### src/hdl/strided_core_slot_picker_macros.svh
// Assertion macros shared by the slot picker RTL.
`ifndef STRIDED_CORE_SLOT_PICKER_MACROS_SVH
`define STRIDED_CORE_SLOT_PICKER_MACROS_SVH

// Check cons in the same cycle whenever ante holds.
`define SCSP_ASSERT_SAME(label, clk, rst_n, ante, cons, msg) \
  label: assert property (@(posedge clk) disable iff (!rst_n) (ante) |-> (cons)) \
    else $error(msg);

// Check cons in the cycle after ante holds.
`define SCSP_ASSERT_NEXT(label, clk, rst_n, ante, cons, msg) \
  label: assert property (@(posedge clk) disable iff (!rst_n) (ante) |=> (cons)) \
    else $error(msg);

`endif

### src/hdl/scsp_pkg.sv
// Shared constants, types and helper functions of the slot picker.
`default_nettype none

package scsp_pkg;

  localparam int MASK_BITS    = 64;
  localparam int REG_W        = 64;
  localparam int STRIDE_W     = 7;
  localparam int WORKER_W     = 16;
  localparam int CORE_W       = 6;
  localparam int ADDR_W       = 4;

  localparam int CNT_W        = $clog2(MASK_BITS + 1);
  localparam int POS_W        = $clog2(MASK_BITS);
  localparam int CHUNK_W      = 8;
  localparam int CHUNK_OFF_W  = 3;
  localparam int CHUNK_POP_W  = 4;
  localparam int NUM_CHUNKS   = (MASK_BITS + CHUNK_W - 1) / CHUNK_W;
  localparam int CHUNK_IDX_W  = (NUM_CHUNKS > 1) ? $clog2(NUM_CHUNKS) : 1;
  localparam int EXT_W        = NUM_CHUNKS * CHUNK_W;
  localparam int POS_FULL_W   = CHUNK_IDX_W + CHUNK_OFF_W;
  localparam int DIV_CNT_W    = $clog2(WORKER_W);
  localparam int SUM_W        = ((CNT_W > STRIDE_W) ? CNT_W : STRIDE_W) + 1;

  // Register indexes (byte address = 8 * index)
  localparam logic REG_CORE_MASK   = 1'b0;
  localparam logic REG_SLOT_STRIDE = 1'b1;

  typedef struct packed {
    logic load;
    logic count_step;
    logic div_step;
    logic walk_step;
    logic sel_step;
    logic finish_empty;
  } scsp_cmd_t;

  typedef struct packed {
    logic chunk_last;
    logic cnt_zero;
    logic div_last;
    logic walk_done;
    logic sel_hit;
  } scsp_status_t;

  function automatic logic [CHUNK_POP_W-1:0] pop8(input logic [CHUNK_W-1:0] b);
    logic [CHUNK_POP_W-1:0] n;
    n = '0;
    for (int i = 0; i < CHUNK_W; i++) begin
      n = n + CHUNK_POP_W'(b[i]);
    end
    return n;
  endfunction

  // Position of the n-th set bit (from 0) inside a byte.
  function automatic logic [CHUNK_OFF_W-1:0] nth_bit8(input logic [CHUNK_W-1:0] b,
                                                      input logic [CHUNK_OFF_W-1:0] n);
    logic [CHUNK_POP_W-1:0] seen;
    logic [CHUNK_OFF_W-1:0] pos;
    logic                   hit;
    seen = '0;
    pos  = '0;
    hit  = 1'b0;
    for (int i = 0; i < CHUNK_W; i++) begin
      if (b[i] && !hit) begin
        if (seen == CHUNK_POP_W'(n)) begin
          pos = CHUNK_OFF_W'(i);
          hit = 1'b1;
        end
        seen = seen + 1'b1;
      end
    end
    return pos;
  endfunction

endpackage

`default_nettype wire

### src/hdl/strided_core_slot_picker.sv
// Top level of the strided core slot picker: register port, sequencer and datapath.
`default_nettype none

`include "strided_core_slot_picker_macros.svh"

// Strided core slot picker. Pulse start with worker_index_i while busy is low to
// begin a transaction; busy stays high until the answer is ready. The answer is
// shown on core_index_o / found_o for exactly one cycle with done_o high, and the
// receiver cannot stall it, so capture it then. With t = worker_index mod (number
// of set mask bits), the sequencer runs a byte-wise popcount of the mask, a
// bit-serial remainder that yields t, a slot walk of t stride steps and a
// byte-wise scan for the chosen set bit. An empty mask skips the remainder and
// answers found_o = 0. busy falls in the cycle done_o rises, so the next
// transaction may start there. Write core_mask (address 0x0) and slot_stride
// (address 0x8) over the APB port only while the block is idle.
module strided_core_slot_picker (
  input  wire                                clk_i,
  input  wire                                rst_ni,
  // Register port
  input  wire                                psel,
  input  wire                                penable,
  input  wire                                pwrite,
  input  wire [scsp_pkg::ADDR_W-1:0]         paddr,
  input  wire [scsp_pkg::REG_W-1:0]          pwdata,
  output logic [scsp_pkg::REG_W-1:0]         prdata,
  output logic                               pready,
  // Command channel
  input  wire                                start,
  output logic                               busy,
  input  wire [scsp_pkg::WORKER_W-1:0]       worker_index_i,
  // Result channel
  output logic                               done_o,
  output logic [scsp_pkg::CORE_W-1:0]        core_index_o,
  output logic                               found_o
);

  logic [scsp_pkg::REG_W-1:0]    core_mask_q;
  logic [scsp_pkg::STRIDE_W-1:0] slot_stride_q;
  logic                          reg_wr;
  logic                          reg_sel;

  scsp_pkg::scsp_cmd_t    cmd;
  scsp_pkg::scsp_status_t status;

  // Register index is the 8-byte word address.
  assign reg_sel = paddr[3];
  assign pready  = 1'b1;
  assign reg_wr  = psel & penable & pwrite & pready;

  always_ff @(posedge clk_i or negedge rst_ni) begin
    if (!rst_ni) begin
      core_mask_q   <= '0;
      slot_stride_q <= scsp_pkg::STRIDE_W'(1);
    end else if (reg_wr) begin
      unique case (reg_sel)
        scsp_pkg::REG_CORE_MASK:   core_mask_q   <= pwdata;
        scsp_pkg::REG_SLOT_STRIDE: slot_stride_q <= pwdata[scsp_pkg::STRIDE_W-1:0];
        default: ;
      endcase
    end
  end

  // Read back the addressed register.
  always_comb begin
    unique case (reg_sel)
      scsp_pkg::REG_CORE_MASK:   prdata = core_mask_q;
      scsp_pkg::REG_SLOT_STRIDE: prdata = scsp_pkg::REG_W'(slot_stride_q);
      default:                   prdata = '0;
    endcase
  end

  // Sequencer: one transaction at a time.
  scsp_ctrl u_ctrl (
    .clk_i    (clk_i),
    .rst_ni   (rst_ni),
    .start_i  (start),
    .status_i (status),
    .cmd_o    (cmd),
    .busy_o   (busy)
  );

  // Datapath: holds the working values and the registered result.
  scsp_dp u_dp (
    .clk_i          (clk_i),
    .rst_ni         (rst_ni),
    .cmd_i          (cmd),
    .status_o       (status),
    .core_mask_i    (core_mask_q),
    .slot_stride_i  (slot_stride_q),
    .worker_index_i (worker_index_i),
    .done_o         (done_o),
    .core_index_o   (core_index_o),
    .found_o        (found_o)
  );

  // An accepted transaction always keeps the block busy in the next cycle.
  `SCSP_ASSERT_NEXT(a_accept_busy, clk_i, rst_ni, start && !busy, busy, "busy missing after start")
  // The result strobe comes with the sequencer back in idle.
  `SCSP_ASSERT_SAME(a_done_idle, clk_i, rst_ni, done_o, !busy, "result shown while busy")
  // One result per transaction: the strobe is never held high back to back.
  `SCSP_ASSERT_NEXT(a_done_pulse, clk_i, rst_ni, done_o, !done_o, "result strobe repeated")

endmodule

`default_nettype wire

### src/hdl/scsp_ctrl.sv
// Sequencer of the slot picker: count, divide, walk, select.
`default_nettype none

module scsp_ctrl (
  input  wire                   clk_i,
  input  wire                   rst_ni,
  input  wire                   start_i,
  input  scsp_pkg::scsp_status_t status_i,
  output scsp_pkg::scsp_cmd_t    cmd_o,
  output logic                  busy_o
);

  localparam logic [2:0] S_IDLE  = 3'd0;
  localparam logic [2:0] S_COUNT = 3'd1;
  localparam logic [2:0] S_DIV   = 3'd2;
  localparam logic [2:0] S_WALK  = 3'd3;
  localparam logic [2:0] S_SEL   = 3'd4;

  logic [2:0] state_q, state_d;

  always_comb begin
    state_d = state_q;
    cmd_o   = '0;
    unique case (state_q)
      S_IDLE: begin
        if (start_i) begin
          cmd_o.load = 1'b1;
          state_d    = S_COUNT;
        end
      end
      S_COUNT: begin
        cmd_o.count_step = 1'b1;
        if (status_i.chunk_last) state_d = S_DIV;
      end
      S_DIV: begin
        if (status_i.cnt_zero) begin
          cmd_o.finish_empty = 1'b1;
          state_d            = S_IDLE;
        end else begin
          cmd_o.div_step = 1'b1;
          if (status_i.div_last) state_d = S_WALK;
        end
      end
      S_WALK: begin
        if (status_i.walk_done) state_d = S_SEL;
        else cmd_o.walk_step = 1'b1;
      end
      S_SEL: begin
        cmd_o.sel_step = 1'b1;
        if (status_i.sel_hit) state_d = S_IDLE;
      end
      default: state_d = S_IDLE;
    endcase
  end

  always_ff @(posedge clk_i or negedge rst_ni) begin
    if (!rst_ni) begin
      state_q <= S_IDLE;
    end else begin
      state_q <= state_d;
    end
  end

  assign busy_o = (state_q != S_IDLE);

endmodule

`default_nettype wire

### src/hdl/scsp_dp.sv
// Datapath of the slot picker: popcount, remainder, slot walk, set-bit select.
`default_nettype none

module scsp_dp (
  input  wire                                 clk_i,
  input  wire                                 rst_ni,
  input  scsp_pkg::scsp_cmd_t                 cmd_i,
  output scsp_pkg::scsp_status_t              status_o,
  input  wire [scsp_pkg::REG_W-1:0]           core_mask_i,
  input  wire [scsp_pkg::STRIDE_W-1:0]        slot_stride_i,
  input  wire [scsp_pkg::WORKER_W-1:0]        worker_index_i,
  output logic                                done_o,
  output logic [scsp_pkg::CORE_W-1:0]         core_index_o,
  output logic                                found_o
);

  logic [scsp_pkg::EXT_W-1:0]                           mask_ext;
  logic [scsp_pkg::NUM_CHUNKS-1:0][scsp_pkg::CHUNK_W-1:0] chunks;
  logic [scsp_pkg::CHUNK_W-1:0]                         cur_chunk;
  logic [scsp_pkg::CHUNK_POP_W-1:0]                     cur_pop;

  logic [scsp_pkg::CHUNK_IDX_W-1:0] chunk_q;
  logic [scsp_pkg::CNT_W-1:0]       cnt_q;
  logic [scsp_pkg::CNT_W-1:0]       rem_q;
  logic [scsp_pkg::WORKER_W-1:0]    dividend_q;
  logic [scsp_pkg::DIV_CNT_W-1:0]   div_cnt_q;
  logic [scsp_pkg::CNT_W-1:0]       slot_q;
  logic [scsp_pkg::CNT_W-1:0]       column_q;
  logic [scsp_pkg::CORE_W-1:0]      core_index_q;
  logic                             found_q;
  logic                             done_q;

  logic [scsp_pkg::CNT_W:0]          trial;
  logic [scsp_pkg::CNT_W:0]          trial_sub;
  logic [scsp_pkg::SUM_W-1:0]        walk_sum;
  logic                              walk_wrap;
  logic                              sel_hit;
  logic [scsp_pkg::CHUNK_OFF_W-1:0]  hit_off;
  logic [scsp_pkg::POS_FULL_W-1:0]   pos_full;
  logic [scsp_pkg::POS_W-1:0]        pos;
  logic                              chunk_last;

  assign mask_ext  = scsp_pkg::EXT_W'(core_mask_i[scsp_pkg::MASK_BITS-1:0]);
  assign chunks    = mask_ext;
  assign cur_chunk = chunks[chunk_q];
  assign cur_pop   = scsp_pkg::pop8(cur_chunk);

  assign chunk_last = (chunk_q == scsp_pkg::CHUNK_IDX_W'(scsp_pkg::NUM_CHUNKS - 1));

  // Restoring division: one dividend bit per step, keeping only the remainder.
  assign trial     = {rem_q, dividend_q[scsp_pkg::WORKER_W-1]};
  assign trial_sub = trial - (scsp_pkg::CNT_W + 1)'(cnt_q);

  // Slot walk: wrap to the next column when the slot runs past the end.
  assign walk_sum  = scsp_pkg::SUM_W'(slot_q) + scsp_pkg::SUM_W'(slot_stride_i);
  assign walk_wrap = (walk_sum >= scsp_pkg::SUM_W'(cnt_q));

  // Select: the chosen bit lies in this chunk once the slot drops below its popcount.
  assign sel_hit  = (slot_q < scsp_pkg::CNT_W'(cur_pop));
  assign hit_off  = scsp_pkg::nth_bit8(cur_chunk, slot_q[scsp_pkg::CHUNK_OFF_W-1:0]);
  assign pos_full = {chunk_q, hit_off};
  assign pos      = pos_full[scsp_pkg::POS_W-1:0];

  always_ff @(posedge clk_i) begin
    if (cmd_i.load) begin
      dividend_q <= worker_index_i;
      cnt_q      <= '0;
      chunk_q    <= '0;
      rem_q      <= '0;
      div_cnt_q  <= '0;
      slot_q     <= '0;
      column_q   <= '0;
    end
    if (cmd_i.count_step) begin
      cnt_q   <= scsp_pkg::CNT_W'(cnt_q + scsp_pkg::CNT_W'(cur_pop));
      chunk_q <= chunk_last ? '0 : chunk_q + 1'b1;
    end
    if (cmd_i.div_step) begin
      dividend_q <= dividend_q << 1;
      div_cnt_q  <= div_cnt_q + 1'b1;
      if (trial >= (scsp_pkg::CNT_W + 1)'(cnt_q)) begin
        rem_q <= trial_sub[scsp_pkg::CNT_W-1:0];
      end else begin
        rem_q <= trial[scsp_pkg::CNT_W-1:0];
      end
    end
    if (cmd_i.walk_step) begin
      rem_q <= rem_q - 1'b1;
      if (walk_wrap) begin
        column_q <= column_q + 1'b1;
        slot_q   <= column_q + 1'b1;
      end else begin
        slot_q <= walk_sum[scsp_pkg::CNT_W-1:0];
      end
    end
    if (cmd_i.sel_step) begin
      if (sel_hit) begin
        core_index_q <= scsp_pkg::CORE_W'(pos);
        found_q      <= 1'b1;
      end else begin
        slot_q  <= slot_q - scsp_pkg::CNT_W'(cur_pop);
        chunk_q <= chunk_q + 1'b1;
      end
    end
    if (cmd_i.finish_empty) begin
      core_index_q <= '0;
      found_q      <= 1'b0;
    end
  end

  always_ff @(posedge clk_i or negedge rst_ni) begin
    if (!rst_ni) begin
      done_q <= 1'b0;
    end else begin
      done_q <= cmd_i.finish_empty | (cmd_i.sel_step & sel_hit);
    end
  end

  assign status_o.chunk_last = chunk_last;
  assign status_o.cnt_zero   = (cnt_q == '0);
  assign status_o.div_last   =
    (div_cnt_q == scsp_pkg::DIV_CNT_W'(scsp_pkg::WORKER_W - 1));
  assign status_o.walk_done  = (rem_q == '0);
  assign status_o.sel_hit    = sel_hit;

  assign done_o       = done_q;
  assign core_index_o = core_index_q;
  assign found_o      = found_q;

endmodule

`default_nettype wire
### config.mk
export PLATFORM = sky130hd
export DESIGN_NAME = strided_core_slot_picker
export DESIGN_NICKNAME = d
export VERILOG_FILES = /design/src/hdl/scsp_pkg.sv /design/src/hdl/strided_core_slot_picker.sv /design/src/hdl/scsp_ctrl.sv /design/src/hdl/scsp_dp.sv
export VERILOG_INCLUDE_DIRS = /design/src /design/src/hdl
export SDC_FILE = /design/constraint.sdc
export NUM_CORES = 1
export LEC_CHECK = 0
export ABC_AREA = 1
export BUFFER_PORTS_ARGS = -buffer_cell sky130_fd_sc_hd__clkbuf_2
export CAP_MARGIN = 20
export CORE_AREA = 2 2 167 120
export CTS_BUF_LIST = sky130_fd_sc_hd__clkbuf_4
export CTS_CLUSTER_DIAMETER = 30
export CTS_CLUSTER_SIZE = 10
export DETAILED_ROUTE_END_ITERATION = 16
export DIE_AREA = 0 0 169 122
export GPL_TIMING_DRIVEN = 0
export PLACE_DENSITY = 0.74
export SLEW_MARGIN = 20
export SYNTH_ARGS = -nofsm -noshare
export SYNTH_HDL_FRONTEND = slang
export SYNTH_HIERARCHICAL = 1
export SYNTH_SLANG_ARGS = --single-unit
### constraint.sdc
create_clock -name clk_i -period 13.3 [get_ports clk_i]
set_input_delay 1.995 -clock clk_i [delete_from_list [all_inputs] [get_ports clk_i]]
set_output_delay 1.995 -clock clk_i [all_outputs]
set_load 0.02 [all_outputs]
---- Word level (Yosys, flattened, before mapping) ----
Cells that the tools add are included.
word-level totals
  memories kept ........................... 0
  flip-flop bits (word level) ............. 133
  input bits .............................. 90
  memory bits (read-only) ................. 0
  bits in latches ......................... 0
  RAM bits ................................ 0
cells by class
  order comparisons ....................... 4
  muxes and demuxes ....................... 77
  reduce and logical (&&, ||, !) cells .... 26
  equality and inequality tests ........... 18
  bitwise gates (word level) .............. 5
  add/subtract/negate cells ............... 21
  shifts and indexed selects .............. 0
  div/mod/pow operators ................... 0
  multiply operators ...................... 0
operator list
  operator               number
  $pmux W64 S2           1
  $mux W7                13
  $mux W3                24
  $mux W16               2
  $mux W4                8
  $mux W1                26
  $add A4 B1 Y4          6
  $add A4 B1 Y4 const B  6
  $bmux W8 S3            1
  $eq A4 B3 Y1           6
  $ge A8 B7 Y1           2
  $pmux W3 S5            1
  $logic_not A7 Y1       2
  $add A7 B7 Y8          1
  $mux W8                1
  $add A7 B1 Y7 const B  1
  $add A7 B4 Y7          1
  $logic_and A1 B1 Y1    7
  $logic_not A1 Y1       7
  $lt A7 B4 Y1           1
  $sub A7 B1 Y7 const B  1
  $sub A7 B4 Y7          1
  $sub A7 B7 Y7          1
  $eq A3 B2 Y1 const B   2
  other kinds (19)       29

---- Longest topological paths before layout ----
Gate-level depths: netlist of run 1.
  word-level depth ........................ 24
  gate-level depth with buffers ........... 36
  gate-level depth less buffers ........... 36

---- By module ----
Netlist of run 1, hierarchy kept.
modules (own cells, without submodules)
  module                    cells an instance  times used  area an instance (um^2)
  scsp_dp                   824                1           5670.4
  strided_core_slot_picker  455                1           3424.5
  scsp_ctrl                 49                 1           289.0

---- Least setup slack after synthesis of run 1 ----
OpenSTA, ideal clock, no wires.
  kind .................................... reg-to-reg
  start ................................... register u_dp/chunk_q[1] in the netlist's numbering
  end ..................................... register u_dp.core_index_q (netlist bit u_dp/core_index_o[0])
  arrival time ............................ 5.088 ns
  required time ........................... 13.234 ns
  setup slack ............................. 8.145 ns
  stages on the path, launching flop included .. 31
  period minus slack after synthesis ...... 5.155 ns
  buffers on the path ..................... 3
  library setup time ...................... 0.066 ns
  cells stage by stage .................... dfxtp_1 -> buf_2 -> inv_2 -> buf_2 -> nand3_1 -> nand2_1 -> nand2_1 -> and2_1 -> inv_1 -> fa_1 -> fa_1 -> fa_1 -> inv_1 -> ha_1 -> fa_1 -> inv_1 -> ha_1 -> nand2_1 -> nor2_1 -> a211oi_1 -> inv_1 -> nand2_1 -> nand2_1 -> nor2_1 -> inv_1 -> nor2_1 -> nand2_1 -> inv_1 -> clkbuf_1 -> o21ai_0 -> a21oi_2
on the way
  elaborated cells on any way between the ends .. 72
RTL lines
  item                                  line            text
  start, declared                       scsp_dp.sv:22   logic [scsp_pkg::CHUNK_IDX_W-1:0] chunk_q;
  start signal, assigned                scsp_dp.sv:76   chunk_q <= chunk_last ? '0 : chunk_q + 1'b1;
  start signal, assigned                scsp_dp.sv:102  chunk_q <= chunk_q + 1'b1;
  $bmux W8 S3 *                         scsp_dp.sv:45   assign cur_chunk = chunks[chunk_q];
  $mux W8 (not written as such) *       scsp_dp.sv:45
  $add A1 B1 Y2                         scsp_pkg.sv:50  n = n + CHUNK_POP_W'(b[i]);
  $add A4 B1 Y4 (5 in series)           scsp_pkg.sv:50
  $add A4 B1 Y4 *                       scsp_pkg.sv:50
  $lt A7 B4 Y1 *                        scsp_dp.sv:59   assign sel_hit = (slot_q < scsp_pkg::CNT_W'(cur_pop));
  named net u_dp.sel_hit                scsp_dp.sv:37   logic sel_hit;
  $reduce_and A2 Y1 (no source line) *  --
  end signal, assigned                  scsp_dp.sv:98   core_index_q <= scsp_pkg::CORE_W'(pos);
  end, declared                         scsp_dp.sv:29   logic [scsp_pkg::CORE_W-1:0] core_index_q;
The timed path passes the listed nets; every way through them passes the cells marked *. The select of a mux whose other input is x is not followed.
A chain may end at the register's enable or synchronous reset.

---- Worst setup path in the final report of run 1 ----
  start ................................... register u_dp/chunk_q[0] in the netlist's numbering
  end ..................................... register u_dp.core_index_q (netlist bit u_dp/core_index_o[1])
The elaborated chain is that of the path after synthesis.

==> metrics.cfg, run 1 <==
[worst_hold_path]
hold_path_class = reg -> reg
hp-start = slot_stride_q[0]

[finish]
layout_common_cells = 409 x nand2_1, 175 x inv_1, 159 x nand3_1, 157 x clkbuf_2, 119 x nor2_1
drive_above_1_share_pct = 18.8
final_nets = 1648
layout_commonest_cell = nand2_1
fin_cells = 1767
area_growth_pct = 15.2

[grt]
first_global_vias = 8191
grt_max_degree = 39
top_usage_layer = met1
grt_util_all_layers_pct = 25.7
antenna_found_initial = 1
use_met1_pct = 40.4
gr-total-overflow = 0
grt_pass1_wl_um = 41800
gr-usage-met3_pct = 6.11
grt_use_met2_pct = 35.4

[routing]
ant_nets = 0
first_pass_iters = 5
vias = 9245
routed_wirelength_um = 25700
post_drt_wl_per_cell_um = 14.6
drc = 0
viasPerCell = 5.23
drt_first_iter_violations = 916

[place]
gp_congestion = 0.949
dp_cells = 1734
io_buffers = 158
dp_hpwl_um = 20300

[timing]
slew_violations = 0
timing.fmax_ghz = 0.148
rsz0062_at_grt = false
post-route-period-util_pct = 50.9
tns_ns = 0
worst_slew_pin_slew_ns = 0.810
layout_min_cycle_time_ns = 6.77
finalSetupViolCount = 0
slew_headroom_pct = 45.9
skew_ns = 0.0372
hold_viol = 0

[synth]
async_reset_ff_share_pct = 56.4
synth_top_family_by_area = simple AND/OR/NAND/NOR gates
ys_seq_elements = 133
syn-instance-count = 1328
synth_area_um2 = 9380
synthesis.nets = 1470
synthMuxAreaShare_pct = 0
yosys.area_share.xor_xnor_pct = 2.05
ys_warn_count = 6
synth_edf_count = 33
synth_area_per_cell_um2 = 7.07
synth_fa_ha_area_share_pct = 7.57
synth-compound-area-share_pct = 8.08
ys.flop_type = dfrtp_1
synth-simple-area-share_pct = 35.3
seq_area_frac_synth_pct = 35.9
ys_types = 57

[floorplan]
die_x_um = 169
design.portCount = 164
die_y_um = 122
num_rows = 43
floorplan.initialDensity_pct = 48.7
core_area_um2 = 19300
dieArea_um2 = 20600

[critical_path]
crit_top_cell = nand2_1
timing_worst_setup_path_type = reg -> reg
cp_data_arrival_time_ns = 7.27
crit_path_top_delay_cell = clkbuf_1
crit_start = u_dp/chunk_q[0]
path_max_fanout = 10
max_stage_delay_ns = 0.59
end_kind = register
required_ns = 13.79
r2r_start = u_dp/chunk_q[0]
rrSetupSlack_ns = 6.53
critical-path-top-delay-family = buffers and inverters
timing.rr.end = u_dp/core_index_o[1]
crit_end = u_dp/core_index_o[1]
path_buf_inv = 9
reg2regPathDepth = 29
critical_path_depth = 29
cp-start-kind = register

[clock_network]
cts_buffers = 17
tritoncts = yes
clockRootBuffer = clkbuf_4
clock_latency_ns = 0.58
clkSinkCount = 133
clk_path_buf_depth = 2
h-tree-depth = 4
post-cts-setup-buffer-count = 0
path_clk_slew_ns = 0.15
postCtsHoldBufs = 0
cts-resized-gates = 0

[status]
outcome = finished, final reports clean

[flow_run]
maxCapViolCount = 0

## worst register-to-register path, delay by kind of cell, from the launching register on
kind / cells / cell delay [ns]
buffers and inverters: 9 / 2.03
adder cells (fa/ha/maj): 5 / 1.98
AND/OR/NAND/NOR: 10 / 1.18
AO/OA/AOI/OAI: 4 / 0.79
flip-flops: 1 / 0.43
XOR/XNOR: 1 / 0.30
## synthesized netlist by cell type, drive strengths merged (14+ instances only)
master / instances / area [um^2]
a21oi: 46 / 241
buf: 41 / 264
clkbuf: 14 / 52.6
dfrtp: 74 / 1850
dfxtp: 25 / 500
edfxtp: 33 / 991
ha: 44 / 551
inv: 184 / 693
nand2: 425 / 1650
nand3: 167 / 921
nand4: 15 / 109
nor2: 133 / 563
o21ai: 43 / 215
xor2: 14 / 123
## cells by family (layout without fill, tap and decap cells)
logic type,Yosys count,in the layout
AOI/OAI and AO/OA,125,125
xor gates and xnor gates,22,22
buffers and inverters,243,434
adders and majority gates,52,52
other,1,2
and+or+nand+nor,752,752
DFF,133,133
## registers in the layout (all words and copies together), names as in the netlist
signal             cells
core_mask_q           64
u_dp/dividend_q       16
slot_stride_q          7
u_dp/cnt_q             7
u_dp/column_q          7
u_dp/rem_q             7
u_dp/slot_q            7
u_dp/core_index_o      6
u_dp/div_cnt_q         4
u_ctrl/state_q         3
u_dp/chunk_q           3
u_dp/done_o            1
u_dp/found_o           1
## layout make-up
cell class | count | area [um^2]
clock buffers | 17 | 128
flip-flops and latches | 133 | 3370
repair buffers | 159 | 813
inverters | 188 | 722
fillers | 1892 | 8450
diodes | 1 | 2.50
clock inverters | 15 | 174
well taps | 247 | 309
multi-input cells | 952 | 4980
plain buffers | 55 | 317
## per-stage QoR
| step | hold slack (ns) | setup slack, ns | utilization [%] | cell area [um^2] |
|---|---|---|---|---|
| 2_1_floorplan | 0.441 | 8.15 | - | 9380 |
| 3_3_place_gp | 0.448 | 6.82 | 54.4 | 10500 |
| 3_5_place_dp | 0.464 | 6.78 | 54.5 | 10500 |
| 4_1_cts | 0.497 | 6.71 | 56.1 | 10800 |
| 5_1_grt | 0.508 | 6.08 | 56.1 | 10800 |
| 6_report | 0.492 | 6.53 | 56.1 | 10800 |
## how the worst min path moves through the flow
| stage | to | slack (ns) | depth (start not counted) |
|---|---|---|---|
| floorplan | u_dp/dividend_q[0] | 0.44 | 2 |
| global placement | u_dp/found_o | 0.45 | 1 |
| finish | slot_stride_q[0] | 0.49 | 2 |
| CTS | u_dp/found_o | 0.50 | 1 |
| detailed placement | u_dp/found_o | 0.46 | 1 |
| global route | slot_stride_q[0] | 0.51 | 2 |
## routing by layer
metal	vias up	share of wire [%]	wire [um]
li1	4593	-	-
met1	4301	50	13000
met2	329	40	10300
met3	22	8.5	2190
met4	0	1.1	274
met5	-	0	0
Power of run 1 is left out: the tool's default activity adds up to more than one toggle a clock period on the data nets, which glitch-free logic cannot reach.
==> run 2: changes to the inputs <==
- PLACE_DENSITY: 0.74 -> 0.77
- clock period: 13.3 -> 5.9 ns (I/O delays scaled with it)
==> run 2 against run 1 <==
Against the previous run:
- worst setup slack worse by 6.2 ns
- via count up 1.1%
- critical endpoint is now u_ctrl/state_q[1]
- cell count about the same
- die area stayed put
==> metrics.cfg, run 2 (synthesized netlist as in run 1, its figures left out) <==
[finish]
largestRegisters = core_mask_q (64), u_dp/dividend_q (16)
final_nets = 1647  ; -0.061%
regMostFlops = core_mask_q
layout_commonest_cell = nand2_1
drive_above_1_share_pct = 19.4  ; +0.67 points
layout_common_cells = 408 x nand2_1, 175 x inv_1, 159 x nand3_1, 157 x clkbuf_2, 117 x nor2_1
area_growth_pct = 15.7
largest_reg_flops = 64  ; unchanged
utilization_pct = 56.4  ; +0.25 points
fin_cells = 1766  ; -0.057%

[critical_path]
max_stage_delay_ns = 0.58  ; about the same
cp-start-kind = register
end_kind = register
cp_data_arrival_time_ns = 6.04  ; -1.23 ns
path_max_fanout = 19  ; +9
required_ns = 6.37  ; -7.42 ns
timing_worst_setup_path_type = reg -> reg
crit_top_cell = nand2_1
crit_path_top_delay_cell = fa_2

[floorplan]
num_rows = 43  ; unchanged
die_x_um = 169  ; unchanged
floorplan.initialDensity_pct = 48.7  ; unchanged
die_y_um = 122  ; unchanged
dieArea_um2 = 20600  ; unchanged
core_area_um2 = 19300  ; unchanged
design.portCount = 164  ; unchanged

[clock_network]
path_clk_slew_ns = 0.16  ; about the same
clockRootBuffer = clkbuf_4
h-tree-depth = 4  ; unchanged
tritoncts = yes
clkSinkCount = 133  ; unchanged
clk_path_buf_depth = 2  ; unchanged
postCtsHoldBufs = 0  ; unchanged
cts_buffers = 17  ; unchanged
clock_latency_ns = 0.60  ; +0.02 ns

[routing]
first_pass_iters = 5  ; unchanged
viasPerCell = 5.29  ; +1.1%
routed_wirelength_um = 26200  ; +1.9%
drt_first_iter_violations = 965  ; +5.3%
ant_nets = 0  ; unchanged
drc = 0  ; unchanged
post_drt_wl_per_cell_um = 14.8  ; +1.9%
vias = 9344  ; +1.1%

[place]
gp_congestion = 0.951  ; +0.25%
dp_cells = 1734  ; unchanged
io_buffers = 158  ; unchanged
dp_hpwl_um = 20700  ; +1.8%

[timing]
skew_ns = 0.0299  ; -0.00724 ns
slew_headroom_pct = 46.0  ; +0.11 points
hold_viol = 0  ; unchanged
layout_min_cycle_time_ns = 5.56  ; -1.21 ns
timing.hold.ws_ns = 0.263  ; -0.229 ns
finalSetupViolCount = 0  ; unchanged
post-route-period-util_pct = 94.3  ; +43 points
slew_violations = 0  ; unchanged
timing.fmax_ghz = 0.180  ; +22%
worst_slew_pin_slew_ns = 0.808  ; -0.00168 ns

[grt]
grt_util_all_layers_pct = 26.2  ; +0.50 points
first_global_vias = 8433  ; +3.0%
grt_pass1_wl_um = 42800  ; +2.4%
gr-total-overflow = 0  ; unchanged
antenna_found_initial = 0  ; -1
grt_max_degree = 41  ; +5.1%

[flow_run]
maxCapViolCount = 0  ; unchanged

[worst_hold_path]
hold_path_class = in -> async

[status]
outcome = finished, final reports clean

## run 2: changes by cell type in the layout (fill, tap and decap cells not counted), moves of 2 or more
cell | previous run | this run
nor2_1 | 119 | 117
inv_2 | 8 | 6
clkinv_8 | 4 | 1
clkbuf_4 | 18 | 21
clkbuf_1 | 14 | 10
inv_6 | 5 | 8
## run 2: worst max-delay path, delay by kind of cell (launching register included)
family | cells | cell delay, ns
fa+ha+maj | 5 | 2.12
buf+inv | 8 | 1.11
simple gates | 12 | 1.13
compound gates | 3 | 0.65
flops | 1 | 0.43
## run 2: cell type report
cell class / count / area [um^2]
plain buffers: 53 / 324
well taps: 247 / 309
multi-input cells: 952 / 5000
clock inverters: 15 / 170
diodes: 1 / 2.50
flip-flops and latches: 133 / 3370
clock buffers: 17 / 128
repair buffers: 160 / 821
fillers: 1860 / 8400
inverters: 188 / 732
## run 2: worst paths after layout
check / from / slack, ns / depth (start not counted) / end
max in group asynchronous: rst_ni / 4.99 / 2 / core_mask_q[50]
worst max-delay path: u_dp/chunk_q[0] / 0.34 / 28 / u_ctrl/state_q[1]
worst min-delay path: rst_ni / 0.26 / 1 / core_mask_q[19]
min in group clk_i: u_dp/dividend_q[0] / 0.48 / 2 / u_dp/dividend_q[0]
worst min register to register: u_dp/dividend_q[0] / 0.48 / 2 / u_dp/dividend_q[0]
worst max register to register: u_dp/chunk_q[0] / 0.34 / 28 / u_ctrl/state_q[1]
## run 2: timing repair
item	in CTS	in global routing
buffers inserted	0	1
gates resized for setup	6	22
setup endpoints to repair	21	20
pin swaps	0	1
## run 2: through the flow
stage	cell area [um^2]	setup TNS, ns	worst slack [ns]
3_3_place_gp	10500	-8.28	-0.548
5_1_grt	10900	-0.000878	-0.000878
3_5_place_dp	10500	-8.34	-0.552
4_1_cts	10800	0	0.00857
6_report	10900	0	0.338
2_1_floorplan	9380	0	0.745
## run 2: layer usage
metal | global-route usage (%) | up-vias | share of wire [%]
li1 | - | 4601 | -
met1 | 40.6 | 4330 | 49
met2 | 37.1 | 392 | 41
met3 | 5.91 | 21 | 9.5
met4 | 5.07 | 0 | 0.80
met5 | 0 | - | 0
Power of run 2 is left out for the same reason.
==> run 3: changes to the inputs <==
- PLACE_DENSITY: 0.77 -> 0.74
==> run 3 against run 2 <==
Against the previous run:
- worst hold slack better by 0.025 ns
- register-to-register slack about the same
- cell count stayed put
- critical path depth up 1
- worst setup slack better by 0.0045 ns
- largest cell class unchanged
==> metrics.cfg, run 3 (synthesized netlist as in run 1, its figures left out) <==
[status]
outcome = finished, final reports clean

[timing]
rsz0062_at_grt = false
finalSetupViolCount = 0  ; unchanged
post-route-period-util_pct = 94.2  ; about the same
hold_viol = 0  ; unchanged
timing.fmax_ghz = 0.180  ; about the same
skew_ns = 0.0342  ; +0.00432 ns
slew_violations = 0  ; unchanged
layout_min_cycle_time_ns = 5.56  ; -0.00449 ns
worst_slew_pin_slew_ns = 0.810  ; +0.00220 ns
slew_headroom_pct = 45.9  ; -0.15 points

[critical_path]
path_max_fanout = 19  ; unchanged
cp_data_arrival_time_ns = 6.06  ; +0.02 ns
r2r_start = u_dp/chunk_q[0]
timing_worst_setup_path_type = reg -> reg
required_ns = 6.40  ; +0.03 ns
end_kind = register
max_stage_delay_ns = 0.56  ; -0.02 ns
crit_path_top_delay_cell = fa_2
reg2regPathDepth = 29  ; +3.6%
timing.rr.end = u_ctrl/state_q[1]
rrSetupSlack_ns = 0.34  ; about the same
cp-start-kind = register

[clock_network]
clock_latency_ns = 0.58  ; -0.02 ns
clockRootBuffer = clkbuf_4
path_clk_slew_ns = 0.16  ; about the same
tritoncts = yes
postCtsHoldBufs = 0  ; unchanged
cts_buffers = 17  ; unchanged
clk_path_buf_depth = 2  ; unchanged
clkSinkCount = 133  ; unchanged
h-tree-depth = 4  ; unchanged

[finish]
largestRegisters = core_mask_q (64), u_dp/dividend_q (16)
area_growth_pct = 15.7  ; about the same
layout_commonest_cell = nand2_1
layout_common_cells = 408 x nand2_1, 175 x inv_1, 159 x nand3_1, 158 x clkbuf_2, 118 x nor2_1
regMostFlops = core_mask_q
largest_reg_flops = 64  ; unchanged
fin_cells = 1766  ; unchanged
final_nets = 1647  ; unchanged
drive_above_1_share_pct = 19.4  ; -0.066 points
n_fill_cell = 1890  ; +1.6%

[grt]
antenna_found_initial = 1  ; +1
first_global_vias = 8219  ; -2.5%
gr-total-overflow = 0  ; unchanged
grt_util_all_layers_pct = 25.7  ; -0.51 points
grt_max_degree = 39  ; -4.9%
grt_pass1_wl_um = 41800  ; -2.3%

[routing]
post_drt_wl_per_cell_um = 14.5  ; -2.2%
ant_nets = 0  ; unchanged
viasPerCell = 5.23  ; -1.2%
drc = 0  ; unchanged
first_pass_iters = 5  ; unchanged
routed_wirelength_um = 25700  ; -2.2%
drt_first_iter_violations = 814  ; -16%
vias = 9229  ; -1.2%

[floorplan]
design.portCount = 164  ; unchanged
num_rows = 43  ; unchanged
core_area_um2 = 19300  ; unchanged
die_y_um = 122  ; unchanged
die_x_um = 169  ; unchanged
floorplan.initialDensity_pct = 48.7  ; unchanged
dieArea_um2 = 20600  ; unchanged

[worst_hold_path]
hold_path_class = in -> async

[place]
dp_hpwl_um = 20300  ; -1.7%
dp_cells = 1734  ; unchanged
io_buffers = 158  ; unchanged
gp_congestion = 0.949  ; -0.25%

[flow_run]
maxCapViolCount = 0  ; unchanged

run 3: cell count changes in the layout (fill, tap and decap cells not counted):
cell / before / now
buf_2: 16 / 15
nor2_1: 117 / 118
bufinv_16: 1 / 0
inv_6: 8 / 6
nor2_2: 11 / 10
clkinv_8: 1 / 4
clkbuf_2: 157 / 158
run 3: per-stage QoR:
step	utilization [%]	cell area (um^2)	TNS, ns	worst slack (ns)	hold WS [ns]
4_1_cts	56.2	10800	0	0.0749	0.279
2_1_floorplan	-	9380	0	0.745	0.441
5_1_grt	56.4	10900	0	0.00913	0.281
6_report	56.4	10900	0	0.343	0.288
3_5_place_dp	54.5	10500	-9.21	-0.617	0.464
3_3_place_gp	54.4	10500	-8.47	-0.578	0.448
run 3: cell type report:
class                           instances  area (um^2)  share of cell area [%]
Sequential cell                       133         3370                    31.1
Clock inverter                         15          174                    1.60
Timing Repair Buffer                  160          821                    7.56
Multi-Input combinational cell        952         5000                    46.0
Antenna cell                            1         2.50                  0.0230
Tap cell                              247          309                    2.85
Buffer                                 53          324                    2.98
Clock buffer                           17          128                    1.18
Inverter                              188          729                    6.72
run 3: how the worst max path moves through the flow:
stage	startpoint	to	depth (start not counted)
CTS	u_dp/chunk_q[0]	u_dp/core_index_o[1]	30
floorplan	u_dp/chunk_q[1]	u_dp/core_index_o[0]	30
global route	u_dp/chunk_q[0]	u_ctrl/state_q[1]	29
detailed placement	u_dp/chunk_q[0]	u_dp/core_index_o[1]	29
global placement	u_dp/chunk_q[0]	u_dp/core_index_o[1]	29
finish	u_dp/chunk_q[0]	u_ctrl/state_q[1]	29
run 3: what timing repair did:
item	CTS	global route
pin swaps	0	4
buffers inserted	0	1
gates resized for setup	8	17
setup endpoints to repair	21	20
run 3: per-layer routing:
metal,wire length (um),track usage [%]
met5,0,0
met4,278,5.18
met3,1950,5.91
met2,10300,35.6
met1,13100,40.3
run 3: worst max-delay path: cells and delay by family (launching register included):
family	cells	cell delay [ns]
adder cells (fa/ha/maj)	5	2.14
buffers and inverters	9	1.13
flip-flops	1	0.44
AO/OA/AOI/OAI	3	0.63
AND/OR/NAND/NOR	12	1.13
Power of run 3 is left out for the same reason.
